`config.mk`:
```
export PLATFORM = sky130hd
export DESIGN_NAME = websocket_frame_encoder
export DESIGN_NICKNAME = d
export VERILOG_FILES = /design/src/hw/rtl/wsfe_pkg.sv /design/src/hw/rtl/wsfe_hdr_gen.sv /design/src/hw/rtl/websocket_frame_encoder.sv
export SDC_FILE = /design/constraint.sdc
export NUM_CORES = 1
export LEC_CHECK = 0
export ABC_AREA = 1
export BUFFER_PORTS_ARGS = -buffer_cell sky130_fd_sc_hd__buf_4
export CAP_MARGIN = 10
export CORE_MARGIN = 2
export CORE_UTILIZATION = 45
export CTS_BUF_LIST = sky130_fd_sc_hd__clkbuf_4 sky130_fd_sc_hd__clkbuf_8
export DETAILED_ROUTE_END_ITERATION = 7
export GPL_TIMING_DRIVEN = 0
export PLACE_DENSITY = 0.72
export SLEW_MARGIN = 10
export SYNTH_ARGS = -nofsm -noshare
export SYNTH_HDL_FRONTEND = slang
export SYNTH_SLANG_ARGS = --single-unit
export TNS_END_PERCENT = 1
```
`constraint.sdc`:
```
create_clock -name clk -period 7.53 [get_ports clk]
set_clock_uncertainty 0.15 [all_clocks]
set_input_delay 1.1295 -clock clk [delete_from_list [all_inputs] [get_ports clk]]
set_output_delay 1.1295 -clock clk [all_outputs]
set_load 0.02 [all_outputs]
```
`src/hw/rtl/wsfe_pkg.sv`:
```
// ----------------------------------------------------------------------------
// wsfe_pkg
// Shared types and constants for the WebSocket frame encoder: field widths,
// request function codes, length-form thresholds and the header field bundle.
// ----------------------------------------------------------------------------
`default_nettype none

package wsfe_pkg;

	localparam int LEN_W = 63;
	localparam int KEY_W = 32;
	localparam int IDX_W = 4;

	// Function codes of an input request
	localparam logic FUNC_HEADER  = 1'b0;
	localparam logic FUNC_PAYLOAD = 1'b1;

	// Length forms
	localparam logic [LEN_W-1:0] LEN_DIRECT_MAX = 63'd125;
	localparam logic [LEN_W-1:0] LEN_SHORT_MAX  = 63'd65535;
	localparam logic [6:0]       CODE_LEN16     = 7'd126;
	localparam logic [6:0]       CODE_LEN64     = 7'd127;

	// Header byte positions and counts
	localparam logic [IDX_W-1:0] IDX_FLAGS   = 4'd0;
	localparam logic [IDX_W-1:0] IDX_LENGTH  = 4'd1;
	localparam logic [IDX_W-1:0] HDR_BASE_N  = 4'd2;
	localparam logic [IDX_W-1:0] EXT16_N     = 4'd2;
	localparam logic [IDX_W-1:0] EXT64_N     = 4'd8;
	localparam logic [IDX_W-1:0] KEY_N       = 4'd4;
	localparam logic [IDX_W-1:0] IDX_MAX     = 4'd13;

	// Header fields of the frame being started
	typedef struct packed {
		logic             fin;
		logic [2:0]       rsv;
		logic [3:0]       opc;
		logic             msk;
		logic [LEN_W-1:0] len;
		logic [KEY_W-1:0] key;
	} hdr_fields_t;

endpackage

`default_nettype wire

```
`src/hw/rtl/wsfe_hdr_gen.sv`:
```
// ----------------------------------------------------------------------------
// wsfe_hdr_gen
// Picks header byte number idx of a frame: flags byte, length byte, 2- or
// 8-byte big-endian extended length, then the four key bytes when masked.
// Flags the last header byte.
// ----------------------------------------------------------------------------
`default_nettype none

module wsfe_hdr_gen (
	input  wire wsfe_pkg::hdr_fields_t        hdr,
	input  wire logic [wsfe_pkg::IDX_W-1:0]   idx,
	output logic [7:0]                        hdr_byte,
	output logic                              hdr_last
);

	logic                        len_direct;
	logic                        len_short;
	logic [wsfe_pkg::IDX_W-1:0]  ext_n;
	logic [wsfe_pkg::IDX_W-1:0]  hdr_n;
	logic [6:0]                  len_code;
	logic [wsfe_pkg::IDX_W-1:0]  ext_k;
	logic [wsfe_pkg::IDX_W-1:0]  key_k;
	logic [63:0]                 len64;
	logic [2:0]                  len_sel;
	logic [1:0]                  key_sel;

	// Length form and header byte count
	always_comb begin
		len_direct = (hdr.len <= wsfe_pkg::LEN_DIRECT_MAX);
		len_short  = !len_direct && (hdr.len <= wsfe_pkg::LEN_SHORT_MAX);
		if (len_direct) begin
			ext_n    = '0;
			len_code = hdr.len[6:0];
		end else if (len_short) begin
			ext_n    = wsfe_pkg::EXT16_N;
			len_code = wsfe_pkg::CODE_LEN16;
		end else begin
			ext_n    = wsfe_pkg::EXT64_N;
			len_code = wsfe_pkg::CODE_LEN64;
		end
		hdr_n    = wsfe_pkg::HDR_BASE_N + ext_n + (hdr.msk ? wsfe_pkg::KEY_N : '0);
		hdr_last = (idx == hdr_n - 4'd1);
	end

	// Byte select: ext_k counts extended-length bytes, key_k key bytes
	always_comb begin
		ext_k   = idx - wsfe_pkg::HDR_BASE_N;
		key_k   = idx - wsfe_pkg::HDR_BASE_N - ext_n;
		len64   = {1'b0, hdr.len};
		len_sel = ~ext_k[2:0];          // 7 - k, most significant byte first
		key_sel = ~key_k[1:0];          // 3 - k
		priority if (idx == wsfe_pkg::IDX_FLAGS) begin
			hdr_byte = {hdr.fin, hdr.rsv, hdr.opc};
		end else if (idx == wsfe_pkg::IDX_LENGTH) begin
			hdr_byte = {hdr.msk, len_code};
		end else if (idx < wsfe_pkg::HDR_BASE_N + ext_n) begin
			if (len_short) begin
				hdr_byte = ext_k[0] ? hdr.len[7:0] : hdr.len[15:8];
			end else begin
				hdr_byte = len64[{len_sel, 3'b000} +: 8];
			end
		end else begin
			hdr_byte = hdr.key[{key_sel, 3'b000} +: 8];
		end
	end

endmodule

`default_nettype wire

```
`src/hw/rtl/websocket_frame_encoder.sv`:
```
// ----------------------------------------------------------------------------
// websocket_frame_encoder
// Frames data per RFC 6455: a header request emits the 2..14 header bytes,
// a payload request emits one byte, XORed with the frame key when masked.
//
//   channel | signals                                   | role
//   --------+-------------------------------------------+-------------------
//   item    | item_valid, item_stall, func .. data_byte | header/payload in
//   byte    | byte_valid, byte_stall, out_byte,         | frame bytes out
//           | run_last, overrun                         |
//
// A header request emits its header bytes one at a time through the single
// output byte register and holds the input stage until its last byte moves on.
// Payload requests are taken every cycle while the output register drains.
// Reset clears the frame state (length left, key, mask flag, key position).
// byte_stall holds the output register and backs up into item_stall.
// ----------------------------------------------------------------------------
`default_nettype none

module websocket_frame_encoder (
	input  wire logic                          clk,
	input  wire logic                          arst_n,
	// input requests
	input  wire logic                          item_valid,
	output logic                               item_stall,
	input  wire logic                          func,
	input  wire logic                          final_flag,
	input  wire logic [2:0]                    reserved_bits,
	input  wire logic [3:0]                    frame_opcode,
	input  wire logic                          mask_enable,
	input  wire logic [wsfe_pkg::LEN_W-1:0]    frame_length,
	input  wire logic [wsfe_pkg::KEY_W-1:0]    frame_key,
	input  wire logic [7:0]                    data_byte,
	// output bytes
	output logic                               byte_valid,
	input  wire logic                          byte_stall,
	output logic [7:0]                         out_byte,
	output logic                               run_last,
	output logic                               overrun
);

	// Input stage
	logic                          valid_s1;
	logic                          func_s1;
	wsfe_pkg::hdr_fields_t         hdr_s1;
	logic [7:0]                    data_s1;
	logic [wsfe_pkg::IDX_W-1:0]    idx_q;

	// Frame state
	logic [wsfe_pkg::LEN_W-1:0]    bytes_left_q;
	logic [wsfe_pkg::KEY_W-1:0]    key_store_q;
	logic                          masking_on_q;
	logic [1:0]                    key_position_q;

	// Output register
	logic                          out_valid_q;
	logic [7:0]                    out_byte_q;
	logic                          run_last_q;
	logic                          overrun_q;

	logic                          is_hdr;
	logic                          out_adv;
	logic                          s1_done;
	logic                          in_take;
	logic [7:0]                    hdr_byte;
	logic                          hdr_last;
	logic                          pay_over;
	logic [7:0]                    key_byte;
	logic [7:0]                    pay_byte;

	wsfe_hdr_gen u_hdr_gen (
		.hdr      (hdr_s1),
		.idx      (idx_q),
		.hdr_byte (hdr_byte),
		.hdr_last (hdr_last)
	);

	// Handshake control
	always_comb begin
		is_hdr     = valid_s1 && (func_s1 == wsfe_pkg::FUNC_HEADER);
		out_adv    = !out_valid_q || !byte_stall;
		s1_done    = valid_s1 && out_adv && (!is_hdr || hdr_last);
		item_stall = valid_s1 && !s1_done;
		in_take    = item_valid && !item_stall;
	end

	// Payload byte: key byte at current position, bypass when past length
	always_comb begin
		pay_over = (bytes_left_q == '0);
		unique case (key_position_q)
			2'd0:    key_byte = key_store_q[31:24];
			2'd1:    key_byte = key_store_q[23:16];
			2'd2:    key_byte = key_store_q[15:8];
			default: key_byte = key_store_q[7:0];
		endcase
		pay_byte = (masking_on_q && !pay_over) ? (data_s1 ^ key_byte) : data_s1;
	end

	// Input stage control and header byte index
	always_ff @(posedge clk or negedge arst_n) begin
		if (!arst_n) begin
			valid_s1 <= 1'b0;
			idx_q    <= '0;
		end else begin
			if (in_take) begin
				valid_s1 <= 1'b1;
				idx_q    <= '0;
			end else if (s1_done) begin
				valid_s1 <= 1'b0;
				idx_q    <= '0;
			end else if (is_hdr && out_adv) begin
				idx_q <= idx_q + 4'd1;
			end
		end
	end

	// Input stage payload
	always_ff @(posedge clk) begin
		if (in_take) begin
			func_s1    <= func;
			hdr_s1.fin <= final_flag;
			hdr_s1.rsv <= reserved_bits;
			hdr_s1.opc <= frame_opcode;
			hdr_s1.msk <= mask_enable;
			hdr_s1.len <= frame_length;
			hdr_s1.key <= frame_key;
			data_s1    <= data_byte;
		end
	end

	// Frame state: loaded by header bytes, advanced by in-range payload
	always_ff @(posedge clk or negedge arst_n) begin
		if (!arst_n) begin
			bytes_left_q   <= '0;
			key_store_q    <= '0;
			masking_on_q   <= 1'b0;
			key_position_q <= '0;
		end else if (valid_s1 && out_adv) begin
			if (is_hdr) begin
				bytes_left_q   <= hdr_s1.len;
				key_store_q    <= hdr_s1.key;
				masking_on_q   <= hdr_s1.msk;
				key_position_q <= '0;
			end else if (!pay_over) begin
				bytes_left_q   <= bytes_left_q - 63'd1;
				key_position_q <= key_position_q + 2'd1;
			end
		end
	end

	// Output register control
	always_ff @(posedge clk or negedge arst_n) begin
		if (!arst_n) begin
			out_valid_q <= 1'b0;
		end else if (out_adv) begin
			out_valid_q <= valid_s1;
		end
	end

	// Output register payload
	always_ff @(posedge clk) begin
		if (valid_s1 && out_adv) begin
			if (is_hdr) begin
				out_byte_q <= hdr_byte;
				run_last_q <= hdr_last;
				overrun_q  <= 1'b0;
			end else begin
				out_byte_q <= pay_byte;
				run_last_q <= 1'b1;
				overrun_q  <= pay_over;
			end
		end
	end

	assign byte_valid = out_valid_q;
	assign out_byte   = out_byte_q;
	assign run_last   = run_last_q;
	assign overrun    = overrun_q;

`ifndef NO_ASSERTIONS
	// Overrun only on payload results, which are always single
	a_ovr_last: assert property (@(posedge clk) disable iff (!arst_n)
		out_valid_q && overrun_q |-> run_last_q)
		else $error("overrun on a non-final result");

	// Input is only held off while a request occupies the input stage
	a_stall_busy: assert property (@(posedge clk) disable iff (!arst_n)
		item_stall |-> valid_s1)
		else $error("input stalled with empty stage");

	// Header index stays inside the longest header
	a_hdr_idx: assert property (@(posedge clk) disable iff (!arst_n)
		is_hdr |-> idx_q <= wsfe_pkg::IDX_MAX)
		else $error("header index out of range");

	// An in-range payload byte consumes exactly one from the length
	a_len_dec: assert property (@(posedge clk) disable iff (!arst_n)
		valid_s1 && !is_hdr && out_adv && !pay_over
		|=> bytes_left_q == 63'($past(bytes_left_q) - 63'd1))
		else $error("remaining length not decremented");
`endif

endmodule

`default_nettype wire
```
==> report_table.html <==
<table>
<tr><th>Metric</th><th>Value</th></tr>
<tr><th colspan="2">Synthesis</th></tr>
<tr><td>Number of different library cells in the post-synthesis netlist</td><td>49</td></tr>
<tr><td>Share of synthesized area occupied by flip-flops and latches</td><td>0.504</td></tr>
<tr><td>Cell Area, Synth</td><td>0.0125 mm2</td></tr>
<tr><td>Cells after Synth</td><td>1,584</td></tr>
<tr><td>Post-synth EDFFs</td><td>123</td></tr>
<tr><td>Post-synthesis area per instance</td><td>7.89 um2</td></tr>
<tr><td>Leading register cell type out of synthesis</td><td>sky130_fd_sc_hd__edfxtp_1</td></tr>
<tr><td>Number of synthesized register bits</td><td>227</td></tr>
<tr><td>Proportion of synthesized flip-flops having asynchronous set or reset</td><td>0.458</td></tr>
<tr><td>Syn Nets</td><td>1,713</td></tr>
<tr><td>Ys Warns</td><td>0</td></tr>
<tr><th colspan="2">Clock tree</th></tr>
<tr><td>Post-CTS Resized</td><td>0</td></tr>
<tr><td>Maximum root-to-sink buffer count</td><td>3</td></tr>
<tr><td>Clock tree from TritonCTS</td><td>yes</td></tr>
<tr><td>Register clock-pin slew on the reported worst setup and hold paths</td><td>60 ps</td></tr>
<tr><td>H-tree depth</td><td>2</td></tr>
<tr><td>Source-to-sink clock delay at the later pin of the worst-skew pair</td><td>570 ps</td></tr>
<tr><td>Number of buffers created by CTS</td><td>40</td></tr>
<tr><td>Post CTS Setup Buffer Count</td><td>0</td></tr>
<tr><td>Clock sink count</td><td>227</td></tr>
<tr><td>Hold-fix buffers at CTS</td><td>0</td></tr>
<tr><td>Cell chosen for the clock root</td><td>sky130_fd_sc_hd__clkbuf_8</td></tr>
<tr><th colspan="2">Die</th></tr>
<tr><td>Placeable core region</td><td>0.0271 mm2</td></tr>
<tr><td>Number of placement rows</td><td>60</td></tr>
<tr><td>Overall die width</td><td>171 um</td></tr>
<tr><td>Initial Utilization</td><td>0.461</td></tr>
<tr><td>Floorplan die area</td><td>0.0291 mm2</td></tr>
<tr><td>Io pins</td><td>129</td></tr>
<tr><td>DIE HEIGHT</td><td>171 um</td></tr>
<tr><th colspan="2">STA</th></tr>
<tr><td>Part of the cycle the worst path needs</td><td>0.698</td></tr>
<tr><td>Unrepaired setup endpoints after global routing</td><td>no</td></tr>
<tr><td># setup viols final</td><td>0</td></tr>
<tr><td>Slew at the pin closest to its max-slew limit</td><td>1050 ps</td></tr>
<tr><td>Shortest period the worst path allows</td><td>5260 ps</td></tr>
<tr><td>Worst Setup Slack, final</td><td>2270 ps</td></tr>
<tr><td>Achievable frequency</td><td>190 MHz</td></tr>
<tr><td>Total negative slack for setup checks</td><td>0 ps</td></tr>
<tr><td>Count of final hold-check violations</td><td>0</td></tr>
<tr><td>Worst Hold Slack</td><td>325 ps</td></tr>
<tr><td>Number of pins exceeding their max-slew limit in the final report</td><td>0</td></tr>
<tr><td>Max transition margin</td><td>0.301</td></tr>
<tr><th colspan="2">Route</th></tr>
<tr><td>Routed via count divided by cell count</td><td>5.48</td></tr>
<tr><td>Total via count after detailed routing</td><td>11,900</td></tr>
<tr><td>Average wire per cell in the routed design</td><td>19.2 um</td></tr>
<tr><td>Wire length after detailed routing</td><td>41,500 um</td></tr>
<tr><td>Starting DRT DRC Count</td><td>1,492</td></tr>
<tr><td>Remaining routing DRC violations</td><td>0</td></tr>
<tr><td>First-pass detailed-route iteration total</td><td>5</td></tr>
<tr><td>Final antenna-violating net count</td><td>0</td></tr>
<tr><th colspan="2">Layout</th></tr>
<tr><td>Layout overhead on the synthesized area</td><td>18.9%</td></tr>
<tr><td>Most used cells in the layout excluding fill and tap cells</td><td>sky130_fd_sc_hd__nand2_1 (450), sky130_fd_sc_hd__nor2_1 (229), sky130_fd_sc_hd__o21ai_0 (172)</td></tr>
<tr><td>Count of nets after finishing</td><td>1,888</td></tr>
<tr><td>ANT cells</td><td>0</td></tr>
<tr><td>Most common library cell in the layout ignoring fill and taps</td><td>sky130_fd_sc_hd__nand2_1</td></tr>
<tr><td>Fraction of layout instances using a drive strength above 1</td><td>0.144</td></tr>
<tr><th colspan="2">Global routing</th></tr>
<tr><td>Antenna violations before repair</td><td>0</td></tr>
<tr><td>Wire length of the first global-routing pass</td><td>62,600 um</td></tr>
<tr><td>Number of global-route vias before repair</td><td>11,100</td></tr>
<tr><td>Remaining Overflow, GRT</td><td>0</td></tr>
<tr><td>Largest net degree at the start of global routing</td><td>105</td></tr>
<tr><td>Global routing usage summed across all routing layers</td><td>0.285</td></tr>
<tr><th colspan="2">Critical path</th></tr>
<tr><td>Ordered list of cells on the worst path</td><td>nand2_1 &gt; nor2_1 &gt; nand2_1 &gt; nor2_1 &gt; inv_1 &gt; nor2_1 &gt; nand2_1 &gt; nand2_2 &gt; nand2_2 &gt; ha_1 &gt; clkbuf_1 &gt; a211oi_1 &gt; nand3_1 &gt; nand2_1 &gt; a21oi_1 &gt; buf_4</td></tr>
<tr><td>Crit path max-delay family</td><td>simple AND/OR/NAND/NOR gates</td></tr>
<tr><td>Slack of the worst reg-to-reg path</td><td>3130 ps</td></tr>
<tr><td>R2r startpoint</td><td>hdr_s1[65]</td></tr>
<tr><td>Critical path launch point type</td><td>register</td></tr>
<tr><td>Crit path DAT</td><td>3980 ps</td></tr>
<tr><td>Critical path's slowest cell</td><td>sky130_fd_sc_hd__edfxtp_1</td></tr>
<tr><td>Data required time at the worst endpoint</td><td>6250 ps</td></tr>
<tr><td>Crit-path max FO</td><td>11</td></tr>
<tr><td>Endpoint of the most critical register-to-register path</td><td>hdr_s1[34]</td></tr>
<tr><td>Worst r2r path cells</td><td>19</td></tr>
<tr><td>Kind of end point of the critical path</td><td>output pin</td></tr>
<tr><td>Longest individual stage delay on the worst path</td><td>540 ps</td></tr>
<tr><td>Combined buffer and inverter count along the critical path</td><td>3</td></tr>
<tr><td>Dominant cell type by count on the critical path</td><td>sky130_fd_sc_hd__nand2_1</td></tr>
<tr><td>Worst setup path startpoint</td><td>hdr_s1[41]</td></tr>
<tr><td>Critical path class</td><td>register to output pin</td></tr>
<tr><th colspan="2">Flow run</th></tr>
<tr><td>Maximum Capacitance Violations</td><td>0</td></tr>
<tr><th colspan="2">Min path</th></tr>
<tr><td>Class of the worst hold path</td><td>register to register</td></tr>
<tr><td>Launch point of the worst hold path</td><td>key_store_q[6]</td></tr>
<tr><td>Cells on Worst Hold Path</td><td>2</td></tr>
<tr><td>Hold Path End</td><td>key_store_q[6]</td></tr>
<tr><th colspan="2">Status</th></tr>
<tr><td>Run status</td><td>finished, final reports clean</td></tr>
<tr><th colspan="2">Power and ir drop</th></tr>
<tr><td>Maximum resistive drop on vdd</td><td>173 uV</td></tr>
<tr><td>Static power due to leakage</td><td>6.48 nW</td></tr>
<tr><td>Pwr per Cell Area</td><td>276 mW/mm2</td></tr>
<tr><th colspan="2">Placed design</th></tr>
<tr><td>Number of buffer cells added on primary ports</td><td>128</td></tr>
<tr><td>Final HPWL DP</td><td>30,600 um</td></tr>
<tr><td>Pre-CTS worst setup slack</td><td>2950 ps</td></tr>
<tr><td>Last weighted congestion value of the routability-driven placer</td><td>0.989</td></tr>
</table>
## cell usage after synthesis (all sizes together) (2+ instances only)
library cell,n,area [um2]
nand2,457,1740
nor2,242,953
o21ai,184,940
inv,142,533
edfxtp,123,3690
dfrtp,104,2600
nand3,74,375
a21oi,53,265
clkbuf,39,148
xor2,22,193
nand4,21,138
nor3,21,126
buf,17,103
a31oi,12,75.1
ha,12,150
mux2i,11,110
o211ai,6,45.0
o22ai,6,37.5
nand3b,5,37.5
nor4,5,31.3
or2,5,31.3
xnor2,5,43.8
clkinv,4,15.0
o31ai,3,22.5
a211oi,2,15.0
o21a,2,15.0
## through the flow
step	utilization	power, mW	std cells	instance area [um2]
3_3_place_gp	0.514	2.87	2084	13900
2_1_floorplan	-	2.49	1584	12500
5_1_grt	0.548	4.34	2163	14900
3_5_place_dp	0.517	2.90	2088	14000
6_report	0.548	4.10	2163	14900
4_1_cts	0.548	4.09	2162	14800
## worst max-delay path by stage
stage | depth (start not counted) | slack [ps] | to
finish | 16 | 2270 | item_stall
global route | 16 | 1960 | item_stall
CTS | 15 | 2340 | item_stall
detailed placement | 16 | 2950 | item_stall
global placement | 16 | -140 | hdr_s1[32]
floorplan | 16 | 1630 | data_s1[0]
## worst reg2reg max path: stages, from the launching register on
cell	delay [ps]
sky130_fd_sc_hd__edfxtp_1	540
sky130_fd_sc_hd__nor2_1	160
sky130_fd_sc_hd__nand2_1	60
sky130_fd_sc_hd__nor2_1	100
sky130_fd_sc_hd__nand2_1	80
sky130_fd_sc_hd__nor2_1	270
sky130_fd_sc_hd__nand2_1	90
sky130_fd_sc_hd__nand2_1	90
sky130_fd_sc_hd__clkinv_1	220
sky130_fd_sc_hd__nand2_2	260
sky130_fd_sc_hd__ha_1	260
sky130_fd_sc_hd__clkbuf_1	270
sky130_fd_sc_hd__a211oi_1	290
sky130_fd_sc_hd__nand3_1	150
sky130_fd_sc_hd__nand2_1	120
sky130_fd_sc_hd__a21oi_1	130
sky130_fd_sc_hd__nor2_4	180
sky130_fd_sc_hd__buf_12	220
sky130_fd_sc_hd__buf_16	210
sky130_fd_sc_hd__buf_12	220
## logic make-up (layout without fill, tap and decap cells)
kind of cell    after synthesis  count (layout)  share of synthesized area
buf+inv                     202             409                     0.0639
simple gates                830             830                      0.275
fa+ha+maj                    12              12                     0.0120
mux                          11              11                    0.00881
xor+xnor                     27              27                     0.0189
compound gates              275             275                      0.118
flops                       227             227                      0.504
## area by class of cell
class | instances | area (um2)
inverter | 146 | 548
clock inverter | 21 | 146
clock buffer | 53 | 679
sequential | 227 | 6300
tap | 372 | 465
buffer | 56 | 250
timing repair buffer | 133 | 1060
fill | 2466 | 12200
multi-input combinational | 1155 | 5410
## flip-flops by register name (all words and copies together), names as in the netlist
| signal | cells |
|---|---|
| overrun | 1 |
| idx_q | 4 |
| data_s1 | 8 |
| masking_on_q | 1 |
| func_s1 | 1 |
| out_byte | 8 |
| byte_valid | 1 |
| hdr_s1 | 104 |
| bytes_left_q | 63 |
| valid_s1 | 1 |
| key_position_q | 2 |
| run_last | 1 |
| key_store_q | 32 |
## where the power goes
| group | leakage, nW | total, mW | switching, mW | internal [mW] |
|---|---|---|---|---|
| clock | 0.446 | 1.19 | 0.553 | 0.634 |
| sequential | 2.44 | 1.74 | 0.211 | 1.53 |
| combinational | 3.60 | 1.18 | 0.777 | 0.399 |
## layer usage
layer | GRT usage | vias up | share of wire
met2 | 0.438 | 658 | 0.44
met1 | 0.389 | 5514 | 0.41
met5 | 0 | - | 0
met3 | 0.0615 | 114 | 0.10
li1 | - | 5571 | -
met4 | 0.122 | 0 | 0.043
Power figures use the tool's default switching activity.
